### src/rtl/cfe_pkg.sv
// cfe_pkg: shared types, widths, latencies and constant tables for the
// cube-face to equirectangular coordinate pipeline. no dependencies.
package cfe_pkg;

    localparam int FRACTION_BITS = 4;
    localparam int CORDIC_STAGES = 16;
    localparam int COORD_BITS    = 24;

    localparam int CFG_W     = 13;
    localparam int NUM_W     = CFG_W + 1;
    localparam int DIV_STEPS = CFG_W + COORD_BITS;
    localparam int COORD_W   = DIV_STEPS + 1;
    localparam int DATA_W    = 44;
    localparam int ANG_W     = 35;
    localparam int WRAP_W    = 33;
    localparam int OUT_W     = 16;
    localparam int GAIN_W    = 27;
    localparam int ATAN_LEN  = 24;

    localparam int DIV_LAT    = DIV_STEPS + 2;
    localparam int CORDIC_LAT = CORDIC_STAGES + 1;
    localparam int SCALE_LAT  = 2;
    localparam int LATENCY    = DIV_LAT + 2 * CORDIC_LAT + SCALE_LAT + 2;

    localparam logic signed [GAIN_W-1:0] GAIN_Q24     = 27'sd27628053;
    localparam logic signed [DATA_W-1:0] COORD_ONE    = 44'sd16777216;
    localparam logic signed [ANG_W-1:0]  QUARTER_TURN = 35'sd1073741824;
    localparam logic signed [ANG_W-1:0]  HALF_TURN    = 35'sd2147483648;
    localparam logic signed [ANG_W-1:0]  FULL_TURN    = 35'sd4294967296;

    localparam logic [2:0] FACE_TOP    = 3'd4;
    localparam logic [2:0] FACE_BOTTOM = 3'd5;

    localparam logic [CFG_W-1:0] FACE_WIDTH_RST     = 13'd512;
    localparam logic [CFG_W-1:0] FACE_HEIGHT_RST    = 13'd512;
    localparam logic [CFG_W-1:0] SOURCE_COLUMNS_RST = 13'd2048;
    localparam logic [CFG_W-1:0] SOURCE_ROWS_RST    = 13'd1024;

    typedef enum logic [1:0] {
        REG_FACE_WIDTH,
        REG_FACE_HEIGHT,
        REG_SOURCE_COLUMNS,
        REG_SOURCE_ROWS
    } cfe_reg_t;

    typedef struct packed {
        logic [2:0]  face_number;
        logic [11:0] pixel_x;
        logic [11:0] pixel_y;
    } cfe_item_t;

    typedef struct packed {
        logic [OUT_W-1:0] source_u;
        logic [OUT_W-1:0] source_v;
    } cfe_result_t;

    // atan(2^-i), half turn = 2^31
    localparam logic signed [ANG_W-1:0] ATAN_TAB [0:ATAN_LEN-1] = '{
        35'sd536870912, 35'sd316933406, 35'sd167458907, 35'sd85004756,
        35'sd42667331,  35'sd21354465,  35'sd10679838,  35'sd5340245,
        35'sd2670163,   35'sd1335087,   35'sd667544,    35'sd333772,
        35'sd166886,    35'sd83443,     35'sd41722,     35'sd20861,
        35'sd10430,     35'sd5215,      35'sd2608,      35'sd1304,
        35'sd652,       35'sd326,       35'sd163,       35'sd81
    };

    function automatic logic signed [ANG_W-1:0] yaw_offset(input logic [1:0] side);
        logic signed [ANG_W-1:0] yaw;
        case (side)
            2'd0:    yaw = '0;
            2'd1:    yaw = QUARTER_TURN;
            2'd2:    yaw = HALF_TURN;
            default: yaw = -QUARTER_TURN;
        endcase
        return yaw;
    endfunction

endpackage

### src/rtl/cfe_div.sv
// cfe_div: pipelined restoring divider, one quotient bit per stage,
// gives (num * 2^COORD_BITS) / divisor truncated toward zero. uses cfe_pkg.
module cfe_div
    import cfe_pkg::*;
(
    input  logic                      clk,
    input  logic                      rst_n,
    input  logic                      in_valid,
    input  logic signed [NUM_W-1:0]   num,
    input  logic [CFG_W-1:0]          divisor,
    output logic                      out_valid,
    output logic signed [COORD_W-1:0] quotient
);

    logic                 valid_reg [0:DIV_STEPS];
    logic                 neg_reg   [0:DIV_STEPS];
    logic [CFG_W-1:0]     dvd_reg   [0:DIV_STEPS];
    logic [CFG_W-1:0]     rem_reg   [0:DIV_STEPS];
    logic [DIV_STEPS-1:0] quo_reg   [0:DIV_STEPS];
    logic [CFG_W-1:0]     rem_next  [0:DIV_STEPS-1];
    logic                 fits      [0:DIV_STEPS-1];
    logic [NUM_W-1:0]     abs_num;
    logic                 out_valid_reg;
    logic signed [COORD_W-1:0] quotient_reg;

    assign abs_num = num[NUM_W-1] ? NUM_W'(-num) : NUM_W'(num);

    always_comb
    begin
        for (int k = 0; k < DIV_STEPS; k++)
        begin
            fits[k] = {rem_reg[k], dvd_reg[k][CFG_W-1]} >= {1'b0, divisor};
            if (fits[k])
            begin
                rem_next[k] = CFG_W'({rem_reg[k], dvd_reg[k][CFG_W-1]} - {1'b0, divisor});
            end
            else
            begin
                rem_next[k] = {rem_reg[k][CFG_W-2:0], dvd_reg[k][CFG_W-1]};
            end
        end
    end

    always_ff @(posedge clk or negedge rst_n)
    begin
        if (!rst_n)
        begin
            for (int k = 0; k <= DIV_STEPS; k++)
            begin
                valid_reg[k] <= 1'b0;
            end
            out_valid_reg <= 1'b0;
        end
        else
        begin
            valid_reg[0] <= in_valid;
            for (int k = 0; k < DIV_STEPS; k++)
            begin
                valid_reg[k+1] <= valid_reg[k];
            end
            out_valid_reg <= valid_reg[DIV_STEPS];
        end
    end

    always_ff @(posedge clk)
    begin
        neg_reg[0] <= num[NUM_W-1];
        dvd_reg[0] <= abs_num[CFG_W-1:0];
        rem_reg[0] <= '0;
        quo_reg[0] <= '0;
        for (int k = 0; k < DIV_STEPS; k++)
        begin
            neg_reg[k+1] <= neg_reg[k];
            dvd_reg[k+1] <= {dvd_reg[k][CFG_W-2:0], 1'b0};
            rem_reg[k+1] <= rem_next[k];
            quo_reg[k+1] <= {quo_reg[k][DIV_STEPS-2:0], fits[k]};
        end
        if (neg_reg[DIV_STEPS])
        begin
            quotient_reg <= -$signed({1'b0, quo_reg[DIV_STEPS]});
        end
        else
        begin
            quotient_reg <= $signed({1'b0, quo_reg[DIV_STEPS]});
        end
    end

    assign out_valid = out_valid_reg;
    assign quotient  = quotient_reg;

endmodule

### config.mk
export PLATFORM = sky130hd
export DESIGN_NAME = cfe_div
export DESIGN_NICKNAME = d
export VERILOG_FILES = /design/src/rtl/cfe_pkg.sv /design/src/rtl/cfe_div.sv
export SDC_FILE = /design/constraint.sdc
export NUM_CORES = 2
export LEC_CHECK = 0
export BUFFER_PORTS_ARGS = -buffer_cell sky130_fd_sc_hd__buf_2
export CORE_MARGIN = 10
export CORE_UTILIZATION = 45
export CTS_CLUSTER_SIZE = 40
export DETAILED_ROUTE_END_ITERATION = 8
export SYNTH_ARGS = -nofsm -noshare
export SYNTH_HDL_FRONTEND = slang
export SYNTH_SLANG_ARGS = --single-unit
### constraint.sdc
create_clock -name clk -period 6.11 [get_ports clk]
set_input_delay 1.222 -clock clk [delete_from_list [all_inputs] [get_ports clk]]
set_output_delay 1.222 -clock clk [all_outputs]
set_load 0.1 [all_outputs]
======== Yosys cells after proc, flatten, opt, wreduce, memory -nomap -nowiden ========
Memory sizes are Yosys's and may differ from the RTL's.
Cells that the tools add are included.
storage, ports and cells
  register bits after elaboration ......... 77
  memory bits (writable) .................. 2,432
  input port bits ......................... 30
  word-level logic and storage cells ...... 160
  memories ................................ 4
cells by class
  $add $sub $neg .......................... 39
  order comparisons ....................... 37
  muxes and demuxes ....................... 39
memories
  name     words  width  read ports  clocked after memory_dff  write ports  RTL line       text
  quo_reg  38     37     38          0                         38           cfe_div.sv:19  logic [DIV_STEPS-1:0] quo_reg [0:DIV_STEPS];
  dvd_reg  38     13     37          0                         38           cfe_div.sv:17  logic [CFG_W-1:0] dvd_reg [0:DIV_STEPS];
  rem_reg  38     13     37          0                         38           cfe_div.sv:18  logic [CFG_W-1:0] rem_reg [0:DIV_STEPS];
  neg_reg  38     1      38          0                         38           cfe_div.sv:16  logic neg_reg [0:DIV_STEPS];
operators with widths
  kind                                                            count
  14-bit by 13-bit greater-or-equal comparator with 1-bit output  37
  13-bit two-way mux                                              38
  13-bit subtractor                                               37
  37-bit negation with 38-bit output                              1
  37-bit two-way mux                                              1
  13-bit negation                                                 1

======== Logic depth before layout (Yosys ltp) ========
An unclocked memory read counts as a cell.
  word-level depth ........................ 3
  mapped depth ............................ 12
  gate-level depth less buffers ........... 10

======== Least setup slack after synthesis ========
No wires, ideal clock.
  path type ............................... input port to flip-flop
  start ................................... input divisor[0]
  end ..................................... memory rem_reg[36][0] (netlist: rem_reg[4][52])
  arrival ................................. 5.607 ns
  required time ........................... 5.881 ns
  path slack .............................. 0.274 ns
  stages .................................. 11
  cells stage by stage .................... clkbuf_1 > inv_1 > clkbuf_1 > fa_1 > a21o_1 > a21oi_1 > nand3b_1 > a311oi_1 > a2111oi_0 > clkbuf_1 > nor2_1
RTL lines
  element          RTL line       text
  start, declared  cfe_div.sv:10  input logic [CFG_W-1:0] divisor,
  end, declared    cfe_div.sv:18

==> impl_metrics.env <==
export IMPL_tns_ns=0
export IMPL_async_reset_ff_share_pct=2.83
export IMPL_yosysTopAreaCellShare_pct=50.0
export IMPL_pwr_share_seq_pct=37.8
export IMPL_cts_buffers=143
export IMPL_first_iter_violations=1817
export IMPL_largest_register_ffs=703
export IMPL_clockBufferDepth=3
export IMPL_yosys_warnings=0
export IMPL_grt_remaining_overflow=0
export IMPL_finalHoldViolations=0
export IMPL_syn2layout_area_growth_pct=14.7
export IMPL_ys_seq_area_share_pct=51.8
export IMPL_post_cts_repair_setup_buffers=0
export IMPL_synth_edff_count=0
export IMPL_synth_compound_area_share_pct=14.6
export IMPL_hold_ws_ns=0.301
export IMPL_nNetsFinal=5657
export IMPL_maxCapViolCount=0
export IMPL_setup_worst_path_start_class="input port"
export IMPL_die_height_microns=365
export IMPL_period_share_pct=67.8
export IMPL_grt_pass1_wl_microns=173000
export IMPL_antenna_found_initial=0
export IMPL_synth_seq_cells=1377
export IMPL_synthesis_nets=5465
export IMPL_postCtsHoldBufs=0
export IMPL_p_switching_mw=12.2
export IMPL_crit_arrival_ns=4.76
export IMPL_mappedNetlistArea_sq_um=53600
export IMPL_vias_per_cell=5.16
export IMPL_dr_total_vias=34965
export IMPL_synth_xor_area_share_pct=6.08
export IMPL_yosys_top_cells_count="dfxtp_1, ha_1, o21ai_0"
export IMPL_post_drt_wl_per_cell_microns=15.9
export IMPL_holdCritPathClass="flop to flop"
export IMPL_synthAdderAreaFrac_pct=12.3
export IMPL_powerDensity_nw_per_um2=572
export IMPL_clock_latency_ns=0.75
export IMPL_die_w_microns=365
export IMPL_setup_viol=0
export IMPL_final_util_pct=52.0
export IMPL_p_clk_share_pct=25.6
export IMPL_stdcell_count=6777
export IMPL_fillers=10431
export IMPL_dp_slack_ns=1.16
export IMPL_place_inst=6512
export IMPL_row_count=126
export IMPL_synthFlopType="dfxtp_1"
export IMPL_cts_resized=0
export IMPL_internal_power_mw=23.0
export IMPL_relSlewSlack_pct=24.5
export IMPL_synth_largest_area_cell="dfxtp_1"
export IMPL_synth_mux_area_share_pct=4.66
export IMPL_synth_top_family_by_area="compound AO/OA/AOI/OAI gates"
export IMPL_rsz0062_at_grt="false"
export IMPL_firstDrtPassIters=7
export IMPL_htree_levels=4
export IMPL_path_max_fanout=20
export IMPL_p_leak_nw=26.4
export IMPL_grt_pass1_vias=33703
export IMPL_grt_max_degree=59
export IMPL_p_comb_share_pct=36.6
export IMPL_syn_inst=4929
export IMPL_worstMarginPinSlew_ns=1.12
export IMPL_finClkSkew_ns=0.0323
export IMPL_synthSimpleGateAreaFrac_pct=8.65
export IMPL_place_hpwl_microns=74400
export IMPL_routed_wl_microns=108000
export IMPL_timing_final_ws_setup_ns=1.97
export IMPL_synth_avg_cell_area_sq_um=10.9
export IMPL_synthTopCellsByArea="dfxtp_1, ha_1, mux2_2"
export IMPL_drtAntennaViolNets=0
export IMPL_crit_type="input port to flop"
export IMPL_grt_total_usage_pct=15.9
export IMPL_worstSetupEndpointType="flop"
export IMPL_vdd_drop_max_v=0.000399
export IMPL_initial_utilization_pct=45.3
export IMPL_period_minus_slack_ns=4.14
export IMPL_clk_pin_slew_ns=0.06
export IMPL_root_buffer="clkbuf_16"
export IMPL_swShare_pct=34.7
export IMPL_synthDistinctLibCells=72
export IMPL_clock_fmax_mhz=241
export IMPL_gp_congestion=0.834
export IMPL_worstPathRequired_ns=6.73
export IMPL_drcViolationCount=0
export IMPL_dieArea_sq_um=133000
export IMPL_port_buffers=68
export IMPL_pin_count=69
export IMPL_coreArea_sq_um=118000
export IMPL_synth_most_common_cell="dfxtp_1"
export IMPL_antenna_cells=0
export IMPL_clock_sinks=1377
export IMPL_drive_gt1_share_pct=13.2
export IMPL_status="finished clean"
export IMPL_maxSlewViolCount=0
export IMPL_tritoncts="yes"
[stage by stage]
stage               power, mW  area [sq um]
floorplan                23.3         53600
global placement         26.1         56400
finish                   35.2         61500
global route             37.7         61500
CTS                      35.5         61500
detailed placement       26.3         56400
[worst max-delay path, cell delays in order]
cell	delay, ns
buf_2	0.15
clkinv_2	0.51
buf_4	0.45
fa_1	0.50
a211oi_1	0.22
o21ai_0	0.16
or4_1	0.49
a31oi_1	0.30
o21ai_1	0.18
buf_4	0.24
mux2_2	0.28
[path summary, 6_finish.rpt]
path / startpoint / end / slack, ns / depth (start not counted)
max in group asynchronous: rst_n / valid_reg[29] / 5.04 / 1
min in group asynchronous: rst_n / out_valid / 0.55 / 1
min reg2reg: quo_reg[23][3] / quo_reg[24][4] / 0.30 / 0
min: quo_reg[23][3] / quo_reg[24][4] / 0.30 / 0
max: divisor[0] / rem_reg[3][79] / 1.97 / 11
max reg2reg: quo_reg[37][3] / quotient[35] / 2.89 / 7
[power groups by stage]
stage / logic [mW] / registers, mW / clock network (mW)
detailed placement: 12.8 / 13.5 / 0
global route: 14.5 / 13.6 / 9.66
CTS: 12.9 / 13.3 / 9.29
finish: 12.9 / 13.3 / 9.01
global placement: 12.6 / 13.5 / 0
floorplan: 9.58 / 13.7 / 0
[cell usage in the layout (no fill, tap or decap), types with 15 or more instances in the layout]
cell and instances:
xnor2_1 215, nor2b_1 68, buf_4 79, a31oi_1 22, nor3_1 57, a2111oi_2 21
dfxtp_1 1338, nand2_1 365, ha_1 471, xor2_1 157, and3_1 15, inv_1 160
clkinv_2 26, clkbuf_8 35, a211oi_1 40, nand2b_1 53, or3_1 19, dfrtp_1 39
nand3_1 79, clkbuf_16 144, clkbuf_1 19, mux2_2 195, o21a_1 64, o21bai_1 61
nor2_1 150, buf_2 68, o31ai_1 53, nand3b_1 19, nand4_1 51, o31a_1 25
o211ai_1 33, or2_2 24, o21ai_0 391, a21boi_0 21, fa_1 35, a21o_1 97
a311oi_1 28, a21oi_1 247, mux2i_1 30
[cell families after synthesis]
logic type,after synthesis
mux,225
simple gates,953
buf+inv,276
flops,1377
compound gates,1220
fa+ha+maj,506
xor+xnor,372
[final cells by class]
type / count / area, sq um / share of cell area (%)
Clock buffer: 198 / 4160 / 6.76
Clock inverter: 67 / 973 / 1.58
Inverter: 173 / 653 / 1.06
Timing Repair Buffer: 150 / 993 / 1.62
Sequential cell: 1377 / 27800 / 45.2
Tap cell: 1536 / 1920 / 3.13
Multi-Input combinational cell: 3276 / 25000 / 40.7
[per-layer routing]
metal / vias to the layer above / part of all wire [%] / track usage, %
met3: 199 / 4.6 / 2.99
met5: - / 0 / 0
met2: 653 / 45 / 25.8
li1: 17963 / - / -
met4: 0 / 2.6 / 5.11
met1: 16150 / 48 / 21.3
Note: power is estimated with default switching activity, not from simulation.
