$ cat src/rtl/cfe_pkg.sv
// cfe_pkg: shared types, widths, latencies and constant tables for the
// cube-face to equirectangular coordinate pipeline. no dependencies.
package cfe_pkg;

    localparam int FRACTION_BITS = 4;
    localparam int CORDIC_STAGES = 16;
    localparam int COORD_BITS    = 24;

    localparam int CFG_W     = 13;
    localparam int NUM_W     = CFG_W + 1;
    localparam int DIV_STEPS = CFG_W + COORD_BITS;
    localparam int COORD_W   = DIV_STEPS + 1;
    localparam int DATA_W    = 44;
    localparam int ANG_W     = 35;
    localparam int WRAP_W    = 33;
    localparam int OUT_W     = 16;
    localparam int GAIN_W    = 27;
    localparam int ATAN_LEN  = 24;

    localparam int DIV_LAT    = DIV_STEPS + 2;
    localparam int CORDIC_LAT = CORDIC_STAGES + 1;
    localparam int SCALE_LAT  = 2;
    localparam int LATENCY    = DIV_LAT + 2 * CORDIC_LAT + SCALE_LAT + 2;

    localparam logic signed [GAIN_W-1:0] GAIN_Q24     = 27'sd27628053;
    localparam logic signed [DATA_W-1:0] COORD_ONE    = 44'sd16777216;
    localparam logic signed [ANG_W-1:0]  QUARTER_TURN = 35'sd1073741824;
    localparam logic signed [ANG_W-1:0]  HALF_TURN    = 35'sd2147483648;
    localparam logic signed [ANG_W-1:0]  FULL_TURN    = 35'sd4294967296;

    localparam logic [2:0] FACE_TOP    = 3'd4;
    localparam logic [2:0] FACE_BOTTOM = 3'd5;

    localparam logic [CFG_W-1:0] FACE_WIDTH_RST     = 13'd512;
    localparam logic [CFG_W-1:0] FACE_HEIGHT_RST    = 13'd512;
    localparam logic [CFG_W-1:0] SOURCE_COLUMNS_RST = 13'd2048;
    localparam logic [CFG_W-1:0] SOURCE_ROWS_RST    = 13'd1024;

    typedef enum logic [1:0] {
        REG_FACE_WIDTH,
        REG_FACE_HEIGHT,
        REG_SOURCE_COLUMNS,
        REG_SOURCE_ROWS
    } cfe_reg_t;

    typedef struct packed {
        logic [2:0]  face_number;
        logic [11:0] pixel_x;
        logic [11:0] pixel_y;
    } cfe_item_t;

    typedef struct packed {
        logic [OUT_W-1:0] source_u;
        logic [OUT_W-1:0] source_v;
    } cfe_result_t;

    // atan(2^-i), half turn = 2^31
    localparam logic signed [ANG_W-1:0] ATAN_TAB [0:ATAN_LEN-1] = '{
        35'sd536870912, 35'sd316933406, 35'sd167458907, 35'sd85004756,
        35'sd42667331,  35'sd21354465,  35'sd10679838,  35'sd5340245,
        35'sd2670163,   35'sd1335087,   35'sd667544,    35'sd333772,
        35'sd166886,    35'sd83443,     35'sd41722,     35'sd20861,
        35'sd10430,     35'sd5215,      35'sd2608,      35'sd1304,
        35'sd652,       35'sd326,       35'sd163,       35'sd81
    };

    function automatic logic signed [ANG_W-1:0] yaw_offset(input logic [1:0] side);
        logic signed [ANG_W-1:0] yaw;
        case (side)
            2'd0:    yaw = '0;
            2'd1:    yaw = QUARTER_TURN;
            2'd2:    yaw = HALF_TURN;
            default: yaw = -QUARTER_TURN;
        endcase
        return yaw;
    endfunction

endpackage

$ cat src/rtl/cfe_scale.sv
// cfe_scale: maps a wrapped angle onto a panorama axis in fixed point,
// multiply stage then round and saturate stage. uses cfe_pkg.
module cfe_scale
    import cfe_pkg::*;
(
    input  logic                     clk,
    input  logic                     rst_n,
    input  logic                     in_valid,
    input  logic signed [WRAP_W-1:0] angle,
    input  logic [CFG_W-1:0]         size,
    output logic                     out_valid,
    output logic [OUT_W-1:0]         coord
);

    localparam int PROD_W = WRAP_W + CFG_W;
    localparam int SUM_W  = PROD_W + 1;
    localparam int SHIFT  = 32 - FRACTION_BITS;
    localparam logic [WRAP_W-1:0] POS_OFFSET = WRAP_W'(1) << 31;
    localparam logic [SUM_W-1:0]  ROUND_HALF = SUM_W'(1) << (SHIFT - 1);

    logic [WRAP_W-1:0] pos;
    logic [CFG_W-1:0]  span;
    logic [SUM_W-1:0]  rounded;
    logic [SUM_W-1:0]  quo;
    logic [PROD_W-1:0] prod_reg;
    logic              prod_valid_reg;
    logic [OUT_W-1:0]  coord_reg;
    logic              out_valid_reg;

    assign pos     = $unsigned(angle) + POS_OFFSET;
    assign span    = (size >= CFG_W'(2)) ? CFG_W'(size - 1'b1) : '0;
    assign rounded = {1'b0, prod_reg} + ROUND_HALF;
    assign quo     = rounded >> SHIFT;

    always_ff @(posedge clk or negedge rst_n)
    begin
        if (!rst_n)
        begin
            prod_valid_reg <= 1'b0;
            out_valid_reg  <= 1'b0;
        end
        else
        begin
            prod_valid_reg <= in_valid;
            out_valid_reg  <= prod_valid_reg;
        end
    end

    always_ff @(posedge clk)
    begin
        prod_reg <= PROD_W'(pos) * PROD_W'(span);
        if (|quo[SUM_W-1:OUT_W])
        begin
            coord_reg <= '1;
        end
        else
        begin
            coord_reg <= quo[OUT_W-1:0];
        end
    end

    assign out_valid = out_valid_reg;
    assign coord     = coord_reg;

endmodule

$ cat config.mk
export PLATFORM = sky130hd
export DESIGN_NAME = cfe_scale
export DESIGN_NICKNAME = d
export VERILOG_FILES = /design/src/rtl/cfe_pkg.sv /design/src/rtl/cfe_scale.sv
export SDC_FILE = /design/constraint.sdc
export NUM_CORES = 1
export LEC_CHECK = 0
export BUFFER_PORTS_ARGS = -buffer_cell sky130_fd_sc_hd__buf_2
export CAP_MARGIN = 30
export CORE_ASPECT_RATIO = 1.5
export CORE_MARGIN = 8
export CORE_UTILIZATION = 42
export DETAILED_ROUTE_END_ITERATION = 16
export GPL_ROUTABILITY_DRIVEN = 0
export HOLD_SLACK_MARGIN = 0.08
export PLACE_DENSITY = 0.54
export REMOVE_ABC_BUFFERS = 1
export SETUP_SLACK_MARGIN = 0.15
export SKIP_LAST_GASP = 1
export SYNTH_ARGS = -nofsm -noshare
export SYNTH_HDL_FRONTEND = slang
export SYNTH_SLANG_ARGS = --single-unit
export TNS_END_PERCENT = 1
$ cat constraint.sdc
create_clock -name clk -period 2.9 [get_ports clk]
set_input_delay 0.29 -clock clk [delete_from_list [all_inputs] [get_ports clk]]
set_output_delay 0.29 -clock clk [all_outputs]
set_load 0.05 [all_outputs]
* Word-level counts from Yosys, hierarchy flattened
Cells that the tools add are included.
** Cells by class
- Reduce and logical (&&, ||, !) cells :: 1
- Order comparisons :: 1
- Multiply operators :: 1
- Add/sub/neg operators :: 3
- Muxes and demuxes :: 1
** Operators with widths (count)
- adder 46 x 28 -> 47 bit, second input constant :: 1
- multiplier 33 x 13 -> 46 bit :: 1
- adder 33 x 32 -> 33 bit, second input constant :: 1
- greater-or-equal comparator 13 x 2 -> 1 bit, second input constant :: 1
- two-way mux 13 bit :: 1
- subtractor 13 x 1 -> 13 bit, second input constant :: 1
- OR reduction 3 bit :: 1
** Word-level totals
- Register bits after elaboration :: 64
- Logic and storage cells :: 11
- Output and inout port bits :: 17
- Bits of input ports :: 49

* Logic depth before layout (Yosys ltp)
Gate-level depths: netlist (run 1).
- Word-level depth :: 3
- Mapped depth :: 30
- Depth with buffers taken out :: 27

* Least setup slack after synthesis (run 1)
No wires, ideal clock.
- Path kind :: input -> register
- Start :: input port size[0]
- End :: register prod_reg[40]
- Stages :: 29
- Arrival time :: 6718 ps
- Path buffers :: 3
- Slack :: -3939 ps
- Data required time :: 2779 ps
- Setup time :: 121 ps
- Cells stage by stage :: inv_1 -> ha_1 -> or4_1 -> nor3_4 -> and2_2 -> buf_2 -> clkbuf_1 -> nor2_1 -> clkbuf_1 -> and2_1 -> fa_1 -> inv_1 -> fa_1 -> inv_1 -> fa_1 -> fa_1 -> inv_1 -> fa_1 -> inv_1 -> ha_1 -> a211oi_1 -> nor4bb_1 -> a22oi_1 -> nand4_1 -> or2_4 -> a311o_2 -> a21oi_2 -> o21ai_2 -> xor2_1
** Between the ends
- Longest elaborated chain between the ends :: 3
- Elaborated cells between the ends (all ways) :: 4
- Those cells by class :: 1 x add/sub; 1 x mul; 1 x order compare; 1 x mux
** Ends and longest elaborated chain
- from (decl) :: RTL line cfe_scale.sv:10 : input logic [CFG_W-1:0] size,
- subtractor 13 x 1 -> 13 bit / greater-or-equal comparator 13 x 2 -> 1 bit (equally long branches) :: RTL line cfe_scale.sv:31 : assign span = (size >= CFG_W'(2)) ? CFG_W'(size - 1'b1) : '0;
- two-way mux 13 bit (*) :: RTL line cfe_scale.sv:31
- multiplier 33 x 13 -> 46 bit (*) :: RTL line cfe_scale.sv:51 : prod_reg <= PROD_W'(pos) * PROD_W'(span);
- to (signal assigned) :: RTL line cfe_scale.sv:51
- to (decl) :: RTL line cfe_scale.sv:25 : logic [PROD_W-1:0] prod_reg;
Every way passes the cells marked *; elsewhere a longest branch is shown, timed or not.
A chain may end at the register's enable or synchronous reset.

* Final worst setup path (run 1)
- Start :: input port size[5]
- End :: register prod_reg[40]
The elaborated chain is that of the path after synthesis.

==> run metrics, run 1 <==
layout cell share with drive strength beyond 1 19.7%; vias in the first global route 12700; Slew Limit Fails 0; Fin. Hold Viols 0; min Tclk post-route 6680 ps; Root Driver clkbuf_16; ys flop type dfxtp_1; die span in y 240 um; Setup CP Type primary input to flop; Synth Area in Compound Gates 3.45%; Mapped Area 14000 um2; Final Net Count 2292; DRC Markers 0; Hold Slack 125 ps; 1st-pass router iterations 5; Detailed Route WL 41.0 mm; worst rel slew slack 40.1%; failing checks setup timing; max FFs per register 19; CP arrival 6840 ps; Tightest Pin Transition 892 ps; Final period util 230%; Yosys top cell area share 48.6%; total die area 39500 um2; Core Area 33100 um2; Initial Util 42.2%; leakage 8.74 nW; crit-path most repeated cell fa_1; worst-path maximum fanout 9; IO Pins 66; Clock Latency Late Sink 280 ps; area leader, netlist fa_1; register area 751 um2; YS warnings 0; Post-Synth Adder-Cell Area 56.7%; CTS tree yes; via density per instance 4.93; CP Capture Type flop; Yosys reg bits 37; Crit-path slowest cell fa_1; outcome complete, but fails checks; delay of the slowest critical-path stage 590 ps; clk slew on worst S/H paths 50 ps; Clock Sinks 37; Mean Syn Cell Area 8.85 um2; Iteration-0 DRC Markers 366; Power Dens Cells 1260 nW/um2; initial antenna violation count 1; clk buf depth 2; H-tree depth 2; EDFF count, synth 0; ys async rst share 5.41%; Mapped Cells 1582; Area contributors post-synth fa_1, inv_1, ha_1, and2_1, nand2_1; HPWL after detailed placement 35.2 mm; Vias 11000; Unique masters post-synth 55; post-synthesis simple-gate area fraction 19.4%; main combinational cell family by area after synthesis adder cells; multi-input combinational cell area 11700 um2; global-route usage over all layers 22.0%; Synth-to-Final Area Change 21.3%; FMAX 150 MHz; # setup viols final 19; startpoint types primary input; routed len/inst 18.4 um; xor and xnor area share after synthesis 2.75%; Final WS setup -3780 ps; Hold Path Class primary input to flop; post-synthesis sequential area ratio 5.36%; max cap viols 0; antenna-violating nets left 0; global-route wire length before repair 66.5 mm; num rows 82; Top delay family on crit path adder cells; required time worst endpoint 3060 ps; placed cell count 2213; grt ovf 0; crit path buf inv count 7; Worst VDD drop 769 uV; die span in x 165 um; CTS Buf Count 5; Worst R2R Setup Slack 890 ps; worst clock skew 5.77 ps; unrepaired setup endpoints after global routing true; largest net degree at the start of global routing 17; I/O Buffers 65; Filler cells 3226; final non-filler cell total 2234; antenna diode instance count 0; mux contribution to synthesized area 0.152%
==> timing repair <==
item	CTS	global route
endpoints found under the hold margin	2	0
gates cloned	3	0
buffers inserted	9	0
hold buffers	1	0
pin swaps	41	17
gates resized for setup	30	7
setup endpoints to repair	19	19
==> cell usage after synthesis (2+ instances only) <==
master,count
xor2_1,17
and3_1,8
and4_1,3
or2_2,3
o31ai_2,2
nor2_1,27
ha_1,90
clkbuf_1,74
nand2b_1,10
nor2b_1,25
o211ai_1,2
and2_1,154
fa_1,340
o21ai_0,9
o21bai_1,3
nand2_1,249
a211o_1,3
dfxtp_1,35
nand4_1,7
inv_1,380
nand3_1,19
a21oi_1,24
or3_1,10
nor3_1,17
a211oi_1,5
a21o_1,9
dfrtp_1,2
a21oi_2,2
xnor2_1,27
==> routing by layer <==
layer | up-vias | global-route usage, % | wire [um]
met5 | - | 0 | 0
met4 | 0 | 8.63 | 1740
met3 | 85 | 1.72 | 1350
met2 | 238 | 41.7 | 22700
met1 | 5649 | 24.6 | 15200
li1 | 5047 | - | -
==> cells by family after synthesis <==
group	Yosys count
AOI/OAI and AO/OA	70
buffers and inverters	456
xor gates and xnor gates	44
muxes	2
and+or+nand+nor	543
adders and majority gates	430
DFF	37
==> placed cells by master, fill, tap and decap left out, drive strengths merged, types with 3 or more instances in the layout <==
master / instances
inv: 380
fa: 340
buf: 298
nand2: 249
and2: 155
ha: 90
dfxtp: 35
nor2: 28
xnor2: 27
a21oi: 26
nor2b: 25
nand3: 19
nor3: 18
xor2: 17
nand2b: 10
or3: 10
o21ai: 10
a21o: 9
and3: 8
nand4: 7
clkbuf: 6
a211oi: 5
or2: 4
a211o: 3
and4: 3
o21bai: 3
o31ai: 3
==> final cells by class <==
type	count	area share [%]
well taps	420	3.09
multi-input cells	1090	69.1
repair buffers	299	14.1
clock inverters	2	0.0810
flip-flops and latches	37	4.42
inverters	380	8.40
clock buffers	6	0.818
==> worst paths after layout <==
| kind | start | end | depth (start not counted) |
|---|---|---|---|
| min in group asynchronous | rst_n | prod_valid_reg | 2 |
| min reg2reg | prod_valid_reg | out_valid | 0 |
| max | size[5] | prod_reg[40] | 26 |
| max reg2reg | prod_reg[29] | coord[4] | 8 |
| min | in_valid | prod_valid_reg | 1 |
| max in group asynchronous | rst_n | out_valid | 2 |
==> per-stage QoR <==
step | setup WS, ps | total power [mW] | instance area (um2) | setup TNS [ps] | utilization, %
global route | -4000 | 24.0 | 17000 | -72690 | 51.3
finish | -3780 | 21.3 | 17000 | -67990 | 51.3
detailed placement | -4260 | 20.1 | 16500 | -76810 | 49.8
global placement | -4210 | 19.9 | 16500 | -75810 | 49.8
CTS | -3740 | 21.5 | 16900 | -68360 | 51.1
floorplan | -4550 | 12.7 | 13700 | -80430 | -
==> worst reg2reg max path: cells and delay by family, from the launching register on <==
family                 cells  cell delay [ps]
buffers and inverters      1              200
AOI/OAI and AO/OA          1              100
muxes                      1              280
and+or+nand+nor            5              970
DFF                        1              360
==> power breakdown <==
group	switching (mW)	internal, mW
Clock	0.190	0.341
Combinational	10.1	9.60
Sequential	0.139	0.914
Total	10.5	10.9
Note: power is estimated with default switching activity, not from simulation.
==> inputs of run 2 (changes only) <==
--- a/config.mk
+++ b/config.mk
@@ -10,10 +10,12 @@
 export CORE_ASPECT_RATIO = 1.5
 export CORE_MARGIN = 8
 export CORE_UTILIZATION = 42
+export CTS_BUF_LIST = sky130_fd_sc_hd__clkbuf_8 sky130_fd_sc_hd__clkbuf_16
 export DETAILED_ROUTE_END_ITERATION = 16
 export GPL_ROUTABILITY_DRIVEN = 0
 export HOLD_SLACK_MARGIN = 0.08
 export PLACE_DENSITY = 0.54
+export RECOVER_POWER = 100
 export REMOVE_ABC_BUFFERS = 1
 export SETUP_SLACK_MARGIN = 0.15
 export SKIP_LAST_GASP = 1
==> constraint.sdc (replaced) <==
create_clock -name clk -period 7.07 [get_ports clk]
set_input_delay 0.707 -clock clk [delete_from_list [all_inputs] [get_ports clk]]
set_output_delay 0.707 -clock clk [all_outputs]
set_load 0.05 [all_outputs]
==> run 2 against run 1 <==
Against the previous run:
- the flow still finishes with violations (setup timing)
- register-to-register slack better by 3600 ps
- core utilization down 2.3 points
- wire length down 1.1%
- sequential share of layout area up 0.20 points
- power down 61%
- clock skew down 1.8 ps
- cell count down 3.9%
- via count down 2.2%
- sequential power down 59%
==> run metrics, run 2 (synthesis results as in run 1) <==
failing checks setup timing; CP arrival 7250 ps (+410 ps); RR Endpoint coord[4]; Final period util 100%; DRC Markers 0 (unchanged); most common cell after layout, fill and taps aside inv_1; outcome complete, but fails checks; Top delay family on crit path adder cells; die span in y 240 um (unchanged); H-tree depth 2 (unchanged); Filler cells 3217 (-0.28%); leakage 8.26 nW (-5.5%); Worst VDD drop 391 uV (-49%); global-route wire length before repair 65.0 mm (-2.2%); required time worst endpoint 7230 ps (+4170 ps); fin util 49.0% (-2.3 points); Final Net Count 2204 (-3.8%); reg2reg start prod_reg[29]; Fin. Hold Viols 0 (unchanged); Hold Path Class primary input to async pin; CTS tree yes; antenna-violating nets left 0 (unchanged); Clock Latency Late Sink 270 ps (about the same); startpoint types primary input; Clock Sinks 37 (unchanged); hold_buf cts 0 (-1); Hold Slack 209 ps (+83.3 ps); 1st-pass router iterations 5 (unchanged); routed len/inst 18.9 um (+3.0%); worst rel slew slack 41.2% (+1.0 points); Worst R2R Setup Slack 4530 ps (+3640 ps); crit path buf inv count 6 (-1); worst clock skew 4.00 ps (-1.76 ps); Slew Limit Fails 0 (unchanged); I/O Buffers 65 (unchanged); most frequent cells in the layout inv_1, fa_1, nand2_1; Initial Util 42.2% (unchanged); placed inst area 15900 um2 (-3.6%); Power Dens Cells 515 nW/um2 (-59%); vias in the first global route 12300 (-2.8%); FMAX 141 MHz; CP Capture Type flop; Iteration-0 DRC Markers 370 (+1.1%); CTS Buf Count 5 (unchanged); HPWL after detailed placement 33.9 mm (-3.9%); Stages on worst setup path 27 (+3.8%); fin area 16200 um2 (-4.4%); largest net degree at the start of global routing 20 (+3); placed cell count 2131 (-3.7%); clk buf depth 2 (unchanged); Tightest Pin Transition 879 ps (-12.4 ps); Final WS setup -18.5 ps (+3760 ps); min Tclk post-route 7090 ps; clk slew on worst S/H paths 50 ps (about the same); Core Area 33100 um2 (unchanged); multi-input combinational cell area 11700 um2 (-0.38%); register area 751 um2 (unchanged); max cap viols 0 (unchanged); die span in x 165 um (unchanged); max FFs per register 19 (unchanged); crit-path most repeated cell fa_1; delay of the slowest critical-path stage 560 ps (-30 ps); total negative slack -21.9 ps (+67970 ps); DP Worst Slack -596 ps (+3660 ps); Detailed Route WL 40.6 mm (-1.1%); Setup CP Type primary input to flop; Vias 10800 (-2.2%); via density per instance 5.02 (+1.9%); Synth-to-Final Area Change 16.0%; reg2reg path depth 7 (-1); CP endpoint prod_reg[40]; num rows 82 (unchanged); IO Pins 66 (unchanged); grt ovf 0 (unchanged); Crit-path slowest cell fa_1; initial antenna violation count 0 (-1); total die area 39500 um2 (unchanged); unrepaired setup endpoints after global routing true; final non-filler cell total 2146 (-3.9%); Root Driver clkbuf_16; antenna diode instance count 0 (unchanged); # setup viols final 2 (-17); layout cell share with drive strength beyond 1 14.5% (-5.1 points); global-route usage over all layers 21.6% (-0.39 points); CP startpoint size[8]; Final Power 8.37 mW (-61%); worst-path maximum fanout 13 (+4)
run 2: power breakdown:
group	leakage [nW]	total [mW]	internal, mW	switching [mW]
logic	7.86	7.73	3.66	4.07
clock network	0.0795	0.207	0.137	0.0701
registers	0.318	0.430	0.375	0.0554
run 2: worst register-to-register path, stage by stage, from the launching register on:
cell     delay [ps]
dfxtp_1         350
and3_1          210
and4_1          310
and3_1          250
nand3_1         100
mux2_2          280
nor2_1          670
o21ai_0         210
run 2: cell type report:
type / count / share of cell area [%]
clock buffer: 6 / 0.856
timing repair buffer: 212 / 10.5
inverter: 380 / 8.79
multi-input combinational: 1089 / 72.0
tap: 420 / 3.24
sequential: 37 / 4.62
clock inverter: 2 / 0.0462
run 2: how the worst min path moves through the flow:
stage	endpoint	startpoint	slack (ps)	cells past startpoint
after global routing	out_valid	rst_n	210	1
final	prod_valid_reg	rst_n	210	1
after CTS	prod_valid_reg	rst_n	200	1
after floorplan	out_valid	prod_valid_reg	330	0
after detailed placement	out_valid	prod_valid_reg	350	0
after global placement	out_valid	prod_valid_reg	340	0
run 2: what timing repair did:
item                                    in CTS  in global routing
gates resized for setup                     27                  3
pin swaps                                   27                  6
setup buffers                                7                  0
endpoints found under the setup margin      17                 18
run 2: metal layers:
| metal | up-vias | wire length [um] | track usage, % |
|---|---|---|---|
| met5 | - | 0 | 0 |
| met4 | 0 | 1720 | 7.83 |
| met3 | 78 | 1060 | 1.01 |
| met2 | 228 | 22500 | 42.0 |
| met1 | 5603 | 15300 | 23.9 |
| li1 | 4873 | - | - |
